`src/hdl/mos_convergent_sequence_top_assert.svh`:
```
// ----------------------------------------------------------------------------
// MOS convergent sequence assertion macros
// Concurrent check wrappers, clocked on clk and disabled during reset.
// ----------------------------------------------------------------------------
`ifndef MOS_CONVERGENT_SEQUENCE_TOP_ASSERT_SVH
`define MOS_CONVERGENT_SEQUENCE_TOP_ASSERT_SVH

`ifndef SYNTHESIS
// same-cycle implication
`define MCS_ASSERT_SAME(lbl, ante, cons) \
lbl: assert property (@(posedge clk) disable iff (!arst_n) (ante) |-> (cons)) \
	else $error("mcs check failed");
// next-cycle implication
`define MCS_ASSERT_NEXT(lbl, ante, cons) \
lbl: assert property (@(posedge clk) disable iff (!arst_n) (ante) |=> (cons)) \
	else $error("mcs check failed");
`else
`define MCS_ASSERT_SAME(lbl, ante, cons)
`define MCS_ASSERT_NEXT(lbl, ante, cons)
`endif

`endif

```
`src/hdl/mcs_pkg.sv`:
```
// ----------------------------------------------------------------------------
// MOS convergent sequence package
// Shared widths, register indexes, sequencer states and saturation helper.
// ----------------------------------------------------------------------------
package mcs_pkg;

	localparam int MCS_MAX_LEVEL = 16;
	localparam int MCS_FRAC_BITS = 24;

	localparam int LEVEL_IN_W = 6;
	localparam int LEVEL_W    = 5;
	localparam int COEF_W     = 16;
	localparam int CFG_IDX_W  = 1;
	localparam int CFG_DATA_W = 5;

	typedef enum logic [CFG_IDX_W-1:0] {
		CFG_MIN_LEVEL = 1'b0,
		CFG_MAX_LEVEL = 1'b1
	} mcs_cfg_idx_t;

	typedef enum logic {
		ST_IDLE,
		ST_RUN
	} mcs_state_t;

	// mediant coefficients
	typedef struct packed {
		logic [COEF_W-1:0] den_first;
		logic [COEF_W-1:0] den_second;
		logic [COEF_W-1:0] num_first;
		logic [COEF_W-1:0] num_second;
	} mcs_coef_t;

	// clamp a widened sum to the coefficient range
	function automatic logic [COEF_W-1:0] sat_coef(input logic [COEF_W+1:0] s);
		if (s[COEF_W+1:COEF_W] != 2'b00)
			return {COEF_W{1'b1}};
		return s[COEF_W-1:0];
	endfunction

endpackage

```
`src/hdl/mcs_zigzag_alu.sv`:
```
// ----------------------------------------------------------------------------
// MOS convergent sequence zigzag unit
// One Brun step: weight subtract, order compare, mediant update and swap.
// ----------------------------------------------------------------------------
module mcs_zigzag_alu #(
	parameter int WGT_W = mcs_pkg::MCS_FRAC_BITS + 1
) (
	input  logic [WGT_W-1:0]              large_w,
	input  logic [WGT_W-1:0]              small_w,
	input  mcs_pkg::mcs_coef_t            coef,
	output logic [WGT_W-1:0]              large_next,
	output logic [WGT_W-1:0]              small_next,
	output mcs_pkg::mcs_coef_t            coef_next,
	output logic [mcs_pkg::COEF_W-1:0]    num_next,
	output logic [mcs_pkg::COEF_W-1:0]    den_next
);

	localparam int CW = mcs_pkg::COEF_W;

	logic [WGT_W-1:0] diff;
	logic [CW-1:0]    den_sum;
	logic [CW-1:0]    num_sum;
	logic             flip;

	always_comb begin
		// weights stay ordered, so the difference never wraps
		diff    = large_w - small_w;
		flip    = small_w > diff;
		den_sum = mcs_pkg::sat_coef({2'b00, coef.den_first} + {2'b00, coef.den_second});
		num_sum = mcs_pkg::sat_coef({2'b00, coef.num_first} + {2'b00, coef.num_second});
		// 2a+b saturated once equals the two chained saturating adds
		num_next = mcs_pkg::sat_coef({1'b0, coef.num_first, 1'b0} + {2'b00, coef.num_second});
		den_next = mcs_pkg::sat_coef({1'b0, coef.den_first, 1'b0} + {2'b00, coef.den_second});
		if (flip) begin
			large_next           = small_w;
			small_next           = diff;
			coef_next.den_first  = den_sum;
			coef_next.den_second = coef.den_first;
			coef_next.num_first  = num_sum;
			coef_next.num_second = coef.num_first;
		end else begin
			large_next           = diff;
			small_next           = small_w;
			coef_next.den_first  = coef.den_first;
			coef_next.den_second = den_sum;
			coef_next.num_first  = coef.num_first;
			coef_next.num_second = num_sum;
		end
	end

endmodule

```
`src/hdl/mos_convergent_sequence_top.sv`:
```
// ----------------------------------------------------------------------------
// MOS convergent sequence top level
// Brun zigzag producing the chain of convergent ratios for a generator.
// ----------------------------------------------------------------------------
// Usage:
//  - Input channel (in_valid/in_ready): one request = level + generator
//    (unsigned fixed point, FRAC_BITS fraction bits, values above 1.0 are
//    taken as 1.0). in_ready is high only while no request is in flight.
//  - The level is raised to min_level, lowered to max_level, then capped
//    at MAX_LEVEL. A request with clamped level L gives L+1 results.
//  - Output channel (out_valid/out_ready): numerator, denominator,
//    step_index and last. The first result is always 1/1; last marks
//    the final ratio of the request.
//  - Latency: first result is valid the cycle after the request is taken.
//    One zigzag step runs per accepted non-final result, and a new request
//    is taken only once the sequencer is back in idle after the last one.
//    The single zigzag unit takes one step per cycle while out_ready holds.
//  - Receiver stall: the current result holds in its registers and the
//    zigzag does not advance until out_ready is seen.
//  - Reset: arst_n clears the sequencer to idle and the registers to
//    min_level = 0, max_level = 16. Config writes (cfg_wr_en) are taken
//    any cycle and used by the next request.
// ----------------------------------------------------------------------------
`include "mos_convergent_sequence_top_assert.svh"

module mos_convergent_sequence_top #(
	parameter int MAX_LEVEL = mcs_pkg::MCS_MAX_LEVEL,
	parameter int FRAC_BITS = mcs_pkg::MCS_FRAC_BITS
) (
	input  logic                              clk,
	input  logic                              arst_n,
	input  logic                              cfg_wr_en,
	input  logic [mcs_pkg::CFG_IDX_W-1:0]     cfg_index,
	input  logic [mcs_pkg::CFG_DATA_W-1:0]    cfg_data,
	input  logic                              in_valid,
	output logic                              in_ready,
	input  logic [mcs_pkg::LEVEL_IN_W-1:0]    level,
	input  logic [FRAC_BITS:0]                generator,
	output logic                              out_valid,
	input  logic                              out_ready,
	output logic [mcs_pkg::COEF_W-1:0]        numerator,
	output logic [mcs_pkg::COEF_W-1:0]        denominator,
	output logic [mcs_pkg::LEVEL_W-1:0]       step_index,
	output logic                              last
);

	localparam int WGT_W = FRAC_BITS + 1;
	localparam int LW    = mcs_pkg::LEVEL_W;
	localparam int LIW   = mcs_pkg::LEVEL_IN_W;
	localparam int CW    = mcs_pkg::COEF_W;
	localparam logic [WGT_W-1:0] ONE_FX  = {1'b1, {FRAC_BITS{1'b0}}};
	localparam logic [LIW-1:0]   LVL_CAP = LIW'(MAX_LEVEL);

	// config registers
	logic [LW-1:0] min_level_q;
	logic [LW-1:0] max_level_q;

	// sequencer and working state
	mcs_pkg::mcs_state_t state_q, state_d;
	logic [LW-1:0]       lvl_q;
	logic [LW-1:0]       step_q;
	logic [WGT_W-1:0]    large_q;
	logic [WGT_W-1:0]    small_q;
	mcs_pkg::mcs_coef_t  coef_q;
	logic [CW-1:0]       num_q;
	logic [CW-1:0]       den_q;

	// zigzag unit results
	logic [WGT_W-1:0]    large_nx;
	logic [WGT_W-1:0]    small_nx;
	mcs_pkg::mcs_coef_t  coef_nx;
	logic [CW-1:0]       num_nx;
	logic [CW-1:0]       den_nx;

	logic                in_fire;
	logic                out_fire;
	logic                is_last;
	logic [LIW-1:0]      lvl_clamp;
	logic [WGT_W-1:0]    gen_sat;

	always_ff @(posedge clk or negedge arst_n) begin
		if (!arst_n) begin
			min_level_q <= '0;
			max_level_q <= LW'(16);
		end else if (cfg_wr_en) begin
			unique case (mcs_pkg::mcs_cfg_idx_t'(cfg_index))
				mcs_pkg::CFG_MIN_LEVEL: min_level_q <= cfg_data;
				mcs_pkg::CFG_MAX_LEVEL: max_level_q <= cfg_data;
				default: ;
			endcase
		end
	end

	// request clamp: min first, then max, then the hard cap
	always_comb begin
		lvl_clamp = level;
		if (lvl_clamp < {1'b0, min_level_q})
			lvl_clamp = {1'b0, min_level_q};
		if (lvl_clamp > {1'b0, max_level_q})
			lvl_clamp = {1'b0, max_level_q};
		if (lvl_clamp > LVL_CAP)
			lvl_clamp = LVL_CAP;
		gen_sat = (generator > ONE_FX) ? ONE_FX : generator;
	end

	assign in_ready  = (state_q == mcs_pkg::ST_IDLE);
	assign out_valid = (state_q == mcs_pkg::ST_RUN);
	assign in_fire   = in_valid && in_ready;
	assign out_fire  = out_valid && out_ready;
	assign is_last   = (step_q == lvl_q);

	always_comb begin
		state_d = state_q;
		unique case (state_q)
			mcs_pkg::ST_IDLE: begin
				if (in_fire)
					state_d = mcs_pkg::ST_RUN;
			end
			mcs_pkg::ST_RUN: begin
				if (out_fire && is_last)
					state_d = mcs_pkg::ST_IDLE;
			end
			default: state_d = mcs_pkg::ST_IDLE;
		endcase
	end

	always_ff @(posedge clk or negedge arst_n) begin
		if (!arst_n)
			state_q <= mcs_pkg::ST_IDLE;
		else
			state_q <= state_d;
	end

	mcs_zigzag_alu #(
		.WGT_W(WGT_W)
	) u_alu (
		.large_w    (large_q),
		.small_w    (small_q),
		.coef       (coef_q),
		.large_next (large_nx),
		.small_next (small_nx),
		.coef_next  (coef_nx),
		.num_next   (num_nx),
		.den_next   (den_nx)
	);

	// working registers: seeded on request, stepped on each taken result
	always_ff @(posedge clk or negedge arst_n) begin
		if (!arst_n) begin
			lvl_q   <= '0;
			step_q  <= '0;
			large_q <= '0;
			small_q <= '0;
			coef_q  <= '0;
			num_q   <= '0;
			den_q   <= '0;
		end else if (in_fire) begin
			lvl_q             <= lvl_clamp[LW-1:0];
			step_q            <= '0;
			large_q           <= ONE_FX;
			small_q           <= gen_sat;
			coef_q.den_first  <= CW'(1);
			coef_q.den_second <= '0;
			coef_q.num_first  <= '0;
			coef_q.num_second <= CW'(1);
			num_q             <= CW'(1);
			den_q             <= CW'(1);
		end else if (out_fire && !is_last) begin
			step_q  <= step_q + LW'(1);
			large_q <= large_nx;
			small_q <= small_nx;
			coef_q  <= coef_nx;
			num_q   <= num_nx;
			den_q   <= den_nx;
		end
	end

	assign numerator   = num_q;
	assign denominator = den_q;
	assign step_index  = step_q;
	assign last        = is_last;

	// one side of the block at a time
	`MCS_ASSERT_SAME(a_busy_excl, out_valid, !in_ready)
	// run ends right after the marked result is taken
	`MCS_ASSERT_NEXT(a_last_ends, out_fire && last, !out_valid)
	// taken non-final result steps the index by one
	`MCS_ASSERT_NEXT(a_step_inc, out_fire && !last, step_index == $past(step_index) + LW'(1))
	// index never passes the clamped level
	`MCS_ASSERT_SAME(a_step_bound, out_valid, step_index <= lvl_q)

endmodule

```
`config.mk`:
```
export PLATFORM = sky130hd
export DESIGN_NAME = mos_convergent_sequence_top
export DESIGN_NICKNAME = d
export VERILOG_FILES = /design/src/hdl/mcs_pkg.sv /design/src/hdl/mcs_zigzag_alu.sv /design/src/hdl/mos_convergent_sequence_top.sv
export VERILOG_INCLUDE_DIRS = /design/src /design/src/hdl
export SDC_FILE = /design/constraint.sdc
export NUM_CORES = 1
export LEC_CHECK = 0
export ABC_AREA = 1
export BUFFER_PORTS_ARGS = -buffer_cell sky130_fd_sc_hd__buf_2
export CORE_MARGIN = 8
export CORE_UTILIZATION = 45
export CTS_BUF_LIST = sky130_fd_sc_hd__clkbuf_16
export DETAILED_ROUTE_END_ITERATION = 8
export PLACE_DENSITY = 0.66
export SLEW_MARGIN = 20
export SYNTH_ARGS = -nofsm -noshare
export SYNTH_HDL_FRONTEND = slang
export SYNTH_SLANG_ARGS = --single-unit
```
`constraint.sdc`:
```
create_clock -name clk -period 10.15 [get_ports clk]
set_clock_uncertainty 0.1 [all_clocks]
set_input_delay 2.03 -clock clk [delete_from_list [all_inputs] [get_ports clk]]
set_output_delay 2.03 -clock clk [all_outputs]
set_load 0.02 [all_outputs]
```
* Yosys cells after proc, flatten, opt, wreduce, memory -nomap -nowiden *
Cells that the tools add are included.

operators by class
  $lt $le $gt $ge = 5
  muxes and demuxes = 34
  bitwise logic cells = 2
  $add $sub $neg = 6
  eq/ne operators = 1
  reductions and logical operators = 14

operators with widths
  operator                                                                         number
  16-bit 2-to-1 mux                                                                12
  64-bit 2-to-1 mux                                                                3
  25-bit 2-to-1 mux                                                                7
  17-bit by 16-bit adder with 18-bit output                                        2
  16-bit by 16-bit adder with 17-bit output                                        2
  25-bit greater-than comparator                                                   1
  25-bit greater-than comparator, second input constant                            1
  25-bit subtractor                                                                1
  5-bit 2-to-1 mux                                                                 3
  6-bit 2-to-1 mux                                                                 2
  2-bit nonzero test                                                               6
  6-bit by 5-bit greater-than comparator with 1-bit output                         1
  6-bit by 5-bit greater-than comparator with 1-bit output, second input constant  1
  6-bit by 5-bit less-than comparator with 1-bit output                            1
  1-bit 2-to-1 mux                                                                 6
  2-bit AND reduction                                                              3
  5-bit by 1-bit adder with 5-bit output, second input constant                    1
  5-bit == test                                                                    1
  1-bit logical AND                                                                4
  1-bit NOT                                                                        2
  1-bit case mux with 2 select lines                                               1
  1-bit zero test                                                                  1

word-level totals
  register bits = 167
  input bits = 42

* Longest topological paths before layout *
Gate-level depths: netlist of the first run.

  word-level depth = 7
  gate-level depth with buffers = 32

* Hierarchy *
A second synthesis of the first run with hierarchy kept.

unflattened totals
  cells, all modules = 2324
  area, all modules = 15108.2 um^2

by module, submodules not included
  module                       area each (um^2)  seq. area each (um^2)  instances  cells an instance
  mcs_zigzag_alu               8119.0            0.0                    1          1662
  mos_convergent_sequence_top  6989.2            4180.3                 1          662

* Worst setup path after synthesis of the first run *
No wires, ideal clock.

  path kind = input to register
  start point = input port level[1] (netlist bit)
  end point = register lvl_q[0]
  stages = 17
  path slack = 5.202 ns
  arrival time = 4.782 ns
  library setup time = 0.066 ns
  buffers on the path = 0
  path through = ha_1 > a21boi_0 > o21ai_0 > o2111ai_1 > o21ai_0 > ha_1 > inv_1 > o21bai_1 > a21oi_1 > o21ai_0 > a21oi_1 > nor2_1 > a21oi_1 > nand2_1 > o31ai_1 > nand3_1 > nand2_1

between the ends
  cells in the longest elaborated chain, start to end = 6

RTL lines
  what                                                      line                                text
  from (decl)                                               mos_convergent_sequence_top.sv:37   input logic [mcs_pkg::LEVEL_IN_W-1:0] level,
  6-bit by 5-bit less-than comparator with 1-bit output     mos_convergent_sequence_top.sv:97   if (lvl_clamp < {1'b0, min_level_q})
  6-bit 2-to-1 mux *                                        mos_convergent_sequence_top.sv:97
  6-bit by 5-bit greater-than comparator with 1-bit output  mos_convergent_sequence_top.sv:99   if (lvl_clamp > {1'b0, max_level_q})
  6-bit 2-to-1 mux *                                        mos_convergent_sequence_top.sv:99
  6-bit by 5-bit greater-than comparator with 1-bit output  mos_convergent_sequence_top.sv:101  if (lvl_clamp > LVL_CAP)
  5-bit 2-to-1 mux *                                        mos_convergent_sequence_top.sv:101
  to (signal assigned)                                      mos_convergent_sequence_top.sv:158  lvl_q <= lvl_clamp[LW-1:0];
  to (decl)                                                 mos_convergent_sequence_top.sv:60   logic [LW-1:0] lvl_q;

Mark *: on every way between the ends. The rest lies on a longest branch, timed or not.
A chain may end at the register's enable or synchronous reset.

* Final worst setup path of the first run *
  start point = register small_q[0]
  end point = register coef_q[46] (netlist bit)

between the ends
  cells in the longest elaborated chain, start to end = 5

RTL lines
  what                              line                                text
  from (decl)                       mos_convergent_sequence_top.sv:63   logic [WGT_W-1:0] small_q;
  from (signal assigned)            mos_convergent_sequence_top.sv:161  small_q <= gen_sat;
  from (signal assigned)            mos_convergent_sequence_top.sv:171  small_q <= small_nx;
  25-bit subtractor                 mcs_zigzag_alu.sv:27                diff = large_w - small_w;
  25-bit greater-than comparator *  mcs_zigzag_alu.sv:28                flip = small_w > diff;
  64-bit 2-to-1 mux *               mcs_zigzag_alu.sv:34                if (flip) begin
  64-bit 2-to-1 mux *               mos_convergent_sequence_top.sv:168  end else if (out_fire && !is_last) begin
  64-bit 2-to-1 mux *               mos_convergent_sequence_top.sv:157  end else if (in_fire) begin
  to (signal assigned)              mos_convergent_sequence_top.sv:172  coef_q <= coef_nx;
  to (decl)                         mos_convergent_sequence_top.sv:64   mcs_pkg::mcs_coef_t coef_q;

Mark *: on every way between the ends. The rest lies on a longest branch, timed or not. The select of a mux whose other input is x is not followed.

==> results of run 1 <==
==> worst max-delay path, cell delays in order, from the launching register on <==
cell,delay (ns)
dfrtp_1,0.44
ha_1,0.17
inv_1,0.06
fa_1,0.42
nand2_1,0.08
inv_1,0.05
a21oi_1,0.22
o21ai_0,0.18
a31oi_1,0.20
xor2_1,0.28
ha_1,0.19
nand2_1,0.07
nor2_1,0.26
nand4_1,0.13
nand3_1,0.13
nand4_1,0.08
nand2_1,0.07
nand4_1,0.11
nor2_1,0.11
nor2_1,0.06
nand2_2,0.08
buf_4,0.63
nand2_2,0.46
buf_4,0.42
nand3_1,0.16
nand3_1,0.09
==> sequential cells by signal, indices dropped and copies added (netlist names) <==
name and count:
coef_q 64, large_q 25, small_q 25, denominator 16, numerator 16, lvl_q 5, max_level_q 5, min_level_q 5
step_index 5, out_valid 1
==> cell usage after synthesis (8+ instances only) <==
| cell type | n |
|---|---|
| nand2_1 | 455 |
| nand3_1 | 232 |
| dfrtp_1 | 166 |
| inv_1 | 163 |
| ha_1 | 119 |
| o21ai_0 | 105 |
| a21oi_1 | 100 |
| nand4_1 | 70 |
| xor2_1 | 41 |
| clkbuf_1 | 37 |
| nor2_1 | 36 |
| xnor2_1 | 26 |
| buf_2 | 16 |
| o21ai_1 | 11 |
| nand3b_1 | 10 |
| a21boi_0 | 9 |
| a31oi_1 | 9 |
| nor4_1 | 9 |
| buf_1 | 8 |
==> per-layer routing <==
layer  global-route usage  vias to the layer above  wire length, um
met3               0.0301                       33             1760
met2                0.336                      323            15500
met5                    0                        -                0
met4               0.0478                        0              434
li1                     -                     5867                -
met1                0.268                     5563            15600
==> cell families after synthesis <==
family	share of synthesized area
AOI/OAI and AO/OA	0.119
and+or+nand+nor	0.298
DFF	0.332
xor gates and xnor gates	0.0467
adders and majority gates	0.126
buffers and inverters	0.0773
==> final cells by class <==
cell class	instances	area, um2
clock buffer	17	425
sequential	167	4180
inverter	168	636
multi-input combinational	1297	7450
tap	378	473
fill	2773	13800
clock inverter	15	165
timing repair buffer	93	502
==> worst paths after layout <==
check / start / endpoint / slack [ns]
worst max-delay path: small_q[0] / coef_q[46] / 4.75
worst min-delay path: denominator[13] / denominator[13] / 0.37
worst max register to register: small_q[0] / coef_q[46] / 4.75
worst min register to register: denominator[13] / denominator[13] / 0.37
max in group asynchronous: arst_n / coef_q[50] / 6.86
min in group asynchronous: arst_n / numerator[10] / 1.58
==> stage by stage <==
stage	util	cells	hold slack, ns	area [um2]	setup slack [ns]
final	0.500	2135	0.374	13800	4.75
after global routing	0.500	2135	0.398	13800	4.44
after CTS	0.500	2135	0.378	13800	4.86
after detailed placement	0.479	2103	0.360	13200	4.68
after global placement	0.479	2103	0.358	13200	4.76
after floorplan	-	1703	0.353	12600	5.20
==> layout by cell type, fill, tap and decap left out, drive strengths merged <==
master,count
nand3b,11
xor2,41
ha,119
or2,6
a21o,2
dfrtp,166
o211ai,2
a21oi,101
dfstp,1
o22ai,3
o32ai,2
a21boi,9
nand2,458
a221oi,3
a22o,5
o31ai,4
clkinv,4
clkbuf,17
nor2,39
o2111ai,3
clkinvlp,1
o21a,3
xnor2,26
nand3,235
fa,5
o21bai,6
buf,93
bufinv,2
and2,2
a31oi,9
and3,1
a31o,1
nor3,6
inv,176
nand4,70
o21ai,116
nor4,9
==> flow_metrics.tcl, run 1 <==
set metrics [dict create \
    cts_buffers 17 \
    drive_gt1_frac 0.0882 \
    post-dp-hpwl_mm 22.6 \
    setup-tns-final_ns 0 \
    synth-main-ff-cell "dfrtp_1" \
    synth_top_cell_by_area "dfrtp_1" \
    critPathKind "flip-flop to flip-flop" \
    synth_cells 1703 \
    antenna_found_initial 0 \
    wl_per_cell_um 15.6 \
    slew_viol_final 0 \
    fin_nets 1910 \
    cp-start-kind "flip-flop" \
    drtIter0Drc 828 \
    rsz0062_at_grt "false" \
    portBuffers 81 \
    post_cts_buffers 0 \
    start_util 0.455 \
    hold_class "flip-flop to flip-flop" \
    cap_violations 0 \
    worstSetupEndpointType "flip-flop" \
    ys_seq_elements 167 \
    hold_violations 0 \
    synth_edf_count 0 \
    overflow 0 \
    routed_wirelength_mm 33.3 \
    drtAntennaViolNets 0 \
    min_path_cells 2 \
    maxSlewHeadroom 0.351 \
    status "completed" \
    reg2reg_depth 25 \
    syn_nets 1869 \
    gp_congestion 0.860 \
    syn_to_final_growth_pct 9.96 \
    die_area_um2 33600 \
    required_ns 10.37 \
    cts_root_buf "clkbuf_16" \
    setup_viol 0 \
    htree_levels 4 \
    track_usage 0.200 \
    io_pins 82 \
    synth_async_sr_flop_share 1.00 \
    clk_pin_slew_ns 0.07 \
    cts_resized 0 \
    period_share 0.532 \
    drt-pass1-iter-count 5 \
    yosysSeqAreaShare 0.332 \
    die_x_um 183 \
    cts_sinks 167 \
    ys_top_cells_by_area "dfrtp_1, nand2_1, ha_1" \
    fp.dieH_um 183 \
    cts_buffer_depth 2 \
    grt_pass1_wl_mm 56.4 \
    period_needed_ns 5.40 \
    ctsHoldBuffers 0 \
    drc 0 \
    tightestPinTransition_ns 0.974 \
    core-area_um2 27600 \
    critPathMaxFanout 59 \
    insertion_delay_ns 0.45 \
    via_count 11800 \
    grt_max_degree 103 \
    syn_area_per_cell_um2 7.38 \
    grt_pass1_vias 11600 \
    tritoncts "yes" \
    cp.arrival_ns 5.63 \
    ys_types 48 \
    rows 61 \
    fmax_mhz 185 \
    n_antenna_cell 0 \
    synth_top_area_share 0.330 \
    avgViaCountPerCell 5.52 \
    ys.warnings.count 0 \
    synthesis.area_um2 12600 \
]
Power of run 1 is left out: the tool's default activity adds up to more than one toggle a clock period on the data nets, which glitch-free logic cannot reach.
==> run 2: changes to the inputs <==
Settings changed: ABC_AREA 1 to 0, PLACE_DENSITY 0.66 to 0.69.
Clock period 10.15 ns to 4.45 ns, I/O delays scaled along.
==> run 2 against run 1 <==
Effect of this change:
- the flow now finishes with violations (negative setup slack)
- synthesized cell count decreased by 17%
- maximum frequency increased by 12%
- die area decreased by 2.0%
- area after synthesis decreased by 2.2%
- global-route usage increased by 1.2 points
- critical endpoint is now small_q[9]
- flip-flop and latch count unchanged
- critical path depth increased by 4
- largest cell class unchanged
- register-to-register slack got worse by 5.1 ns
- wire length increased by 7.2%
==> flow_metrics.tcl, run 2 <==
set metrics [dict create \
    status "complete, but fails checks" \
    violations "negative setup slack" \
    maxSlewHeadroom 0.320 \
    period_share 1.08 \
    hold_class "input port to async pin" \
    clk_pin_slew_ns 0.08 \
    cp.arrival_ns 5.07 \
    ys_types 70 \
    synthAdderAreaFrac 0.129 \
    cp_slowest_cell "dfrtp_1" \
    slew_viol_final 0 \
    timing.reg2reg.setup_slack_ns -0.37 \
    synthMuxAreaShare 0.0342 \
    insertion_delay_ns 0.46 \
    cts_sinks 167 \
    reg2reg_depth 29 \
    cp-start-kind "flip-flop" \
    avgViaCountPerCell 5.97 \
    synth_top_cell_by_area "dfrtp_1" \
    drc 0 \
    syn_area_per_cell_um2 8.75 \
    syn_nets 1572 \
    core-area_um2 26900 \
    start_util 0.458 \
    grt_pass1_vias 11800 \
    rsz0062_at_grt "true" \
    drt-pass1-iter-count 5 \
    routed_wirelength_mm 35.6 \
    via_count 11700 \
    place_area_um2 13900 \
    setup_viol 112 \
    die_x_um 181 \
    io_pins 82 \
    stdcell_area_um2 15800 \
    synth_compound_area_frac 0.219 \
    synth_edf_count 0 \
    cts_root_buf "clkbuf_16" \
    drive_gt1_frac 0.259 \
    rows 60 \
    hold_slack_ns 0.352 \
    synth_xor_area_frac 0.0513 \
    ys.warnings.count 0 \
    cap_violations 0 \
    fp.dieH_um 181 \
    setup-tns-final_ns -28.90 \
    n_antenna_cell 0 \
    die_area_um2 32900 \
    synth-simple-area-share 0.177 \
    r2r_end "small_q[9]" \
    ctsHoldBuffers 0 \
    synthesis.area_um2 12300 \
    grt_max_degree 70 \
    final_common_cell "dfrtp_1" \
    portBuffers 81 \
    top_regs "coef_q x64, large_q x25, small_q x25" \
    critPathKind "flip-flop to flip-flop" \
    htree_levels 4 \
    crit_path_max_incr_delay_ns 0.38 \
    synth_top_family_by_area "compound AO/OA/AOI/OAI gates" \
    fmax_mhz 207 \
    synth_async_sr_flop_share 1.00 \
    yosysSeqAreaShare 0.340 \
    mostFrequentLayoutCells "dfrtp_1, a21oi_1, buf_4" \
    cts_buffer_depth 2 \
    fin_nets 1765 \
    synth.most_common_cell "dfrtp_1" \
    critPathMaxFanout 6 \
    synth-main-ff-cell "dfrtp_1" \
    synthTopCellsByCount "dfrtp_1, a21oi_1, nand3_1" \
    drtAntennaViolNets 0 \
    ys_top_cells_by_area "dfrtp_1, ha_1, a21oi_1" \
    track_usage 0.212 \
    setup_ws_ns -0.373 \
    syn_to_final_growth_pct 28.6 \
    synth_top_area_share 0.338 \
    hold_violations 0 \
    top_register "coef_q" \
    worstSetupEndpointType "flip-flop" \
    required_ns 4.70 \
    post-dp-hpwl_mm 23.7 \
    drtIter0Drc 733 \
    tightestPinTransition_ns 1.02 \
    period_needed_ns 4.82 \
    fillCellCount 2251 \
    antenna_found_initial 0 \
    wl_per_cell_um 18.3 \
    r2r-start "large_q[0]" \
    tritoncts "yes" \
    grt_pass1_wl_mm 58.2 \
    cts_buffers 17 \
    synth_cells 1406 \
    largest_reg_flops 64 \
    gp_congestion 0.877 \
    ys_seq_elements 167 \
    overflow 0 \
    cp_common_cell "buf_4" \
]
run 2: cell count changes after synthesis, moves of 19 or more:
cell      change
a21o_1       +29
a21oi_1      +35
and3_1       +19
inv_1        -87
mux2i_1      +33
nand2_1     -337
nand3_1     -110
nand4_1      -60
nor2_1       +41
nor3_1       +31
o21ai_0      -45
o311ai_0     +45
run 2: metrics by stage:
step | std cells | setup slack [ns] | util
3_3_place_gp | 1873 | -0.248 | 0.516
3_5_place_dp | 1873 | -0.452 | 0.516
6_report | 1953 | -0.373 | 0.589
5_1_grt | 1953 | -0.582 | 0.589
4_1_cts | 1948 | -0.172 | 0.576
2_1_floorplan | 1406 | 0.0153 | -
run 2: worst max-delay path: cells and delay by family (launching register included):
kind            cells  cell delay, ns
buf+inv            11            1.37
compound gates      8            1.54
fa+ha+maj           3            0.80
flops               1            0.38
mux                 1            0.07
simple gates        6            0.48
run 2: per-layer routing:
layer,vias to the layer above,track usage,share of wire
met5,-,0,0
met4,0,0.0869,0.029
met3,75,0.0307,0.036
met2,312,0.372,0.50
met1,5714,0.257,0.44
li1,5561,-,-
run 2: worst max-delay path by stage:
| stage | cells after the start | end | slack [ns] | start |
|---|---|---|---|---|
| 2_1_floorplan | 21 | coef_q[40] | 0.02 | large_q[0] |
| 3_3_place_gp | 25 | coef_q[36] | -0.25 | large_q[0] |
| 3_5_place_dp | 24 | coef_q[34] | -0.45 | large_q[0] |
| 4_1_cts | 24 | coef_q[36] | -0.17 | large_q[0] |
| 5_1_grt | 25 | coef_q[40] | -0.58 | large_q[0] |
| 6_report | 29 | small_q[9] | -0.37 | large_q[0] |
run 2: repair_timing:
action | 4_1_cts | 5_1_grt
gates resized for setup | 143 | 74
buffers inserted | 35 | 10
cloned | 9 | 1
pin swaps | 35 | 20
endpoints found under the setup margin | 113 | 114
run 2: logic make-up after synthesis:
kind of cell | Yosys count
flops | 167
compound gates | 398
simple gates | 456
fa+ha+maj | 124
xor+xnor | 72
mux | 41
buf+inv | 148
run 2: final cells by class:
type	instances	area [um2]	area share
clock inverters	15	180	0.0114
repair buffers	246	2060	0.130
inverters	76	285	0.0180
clock buffers	17	425	0.0269
flip-flops and latches	167	4180	0.264
well taps	341	427	0.0270
multi-input cells	1091	8260	0.522
Power of run 2 is left out for the same reason.
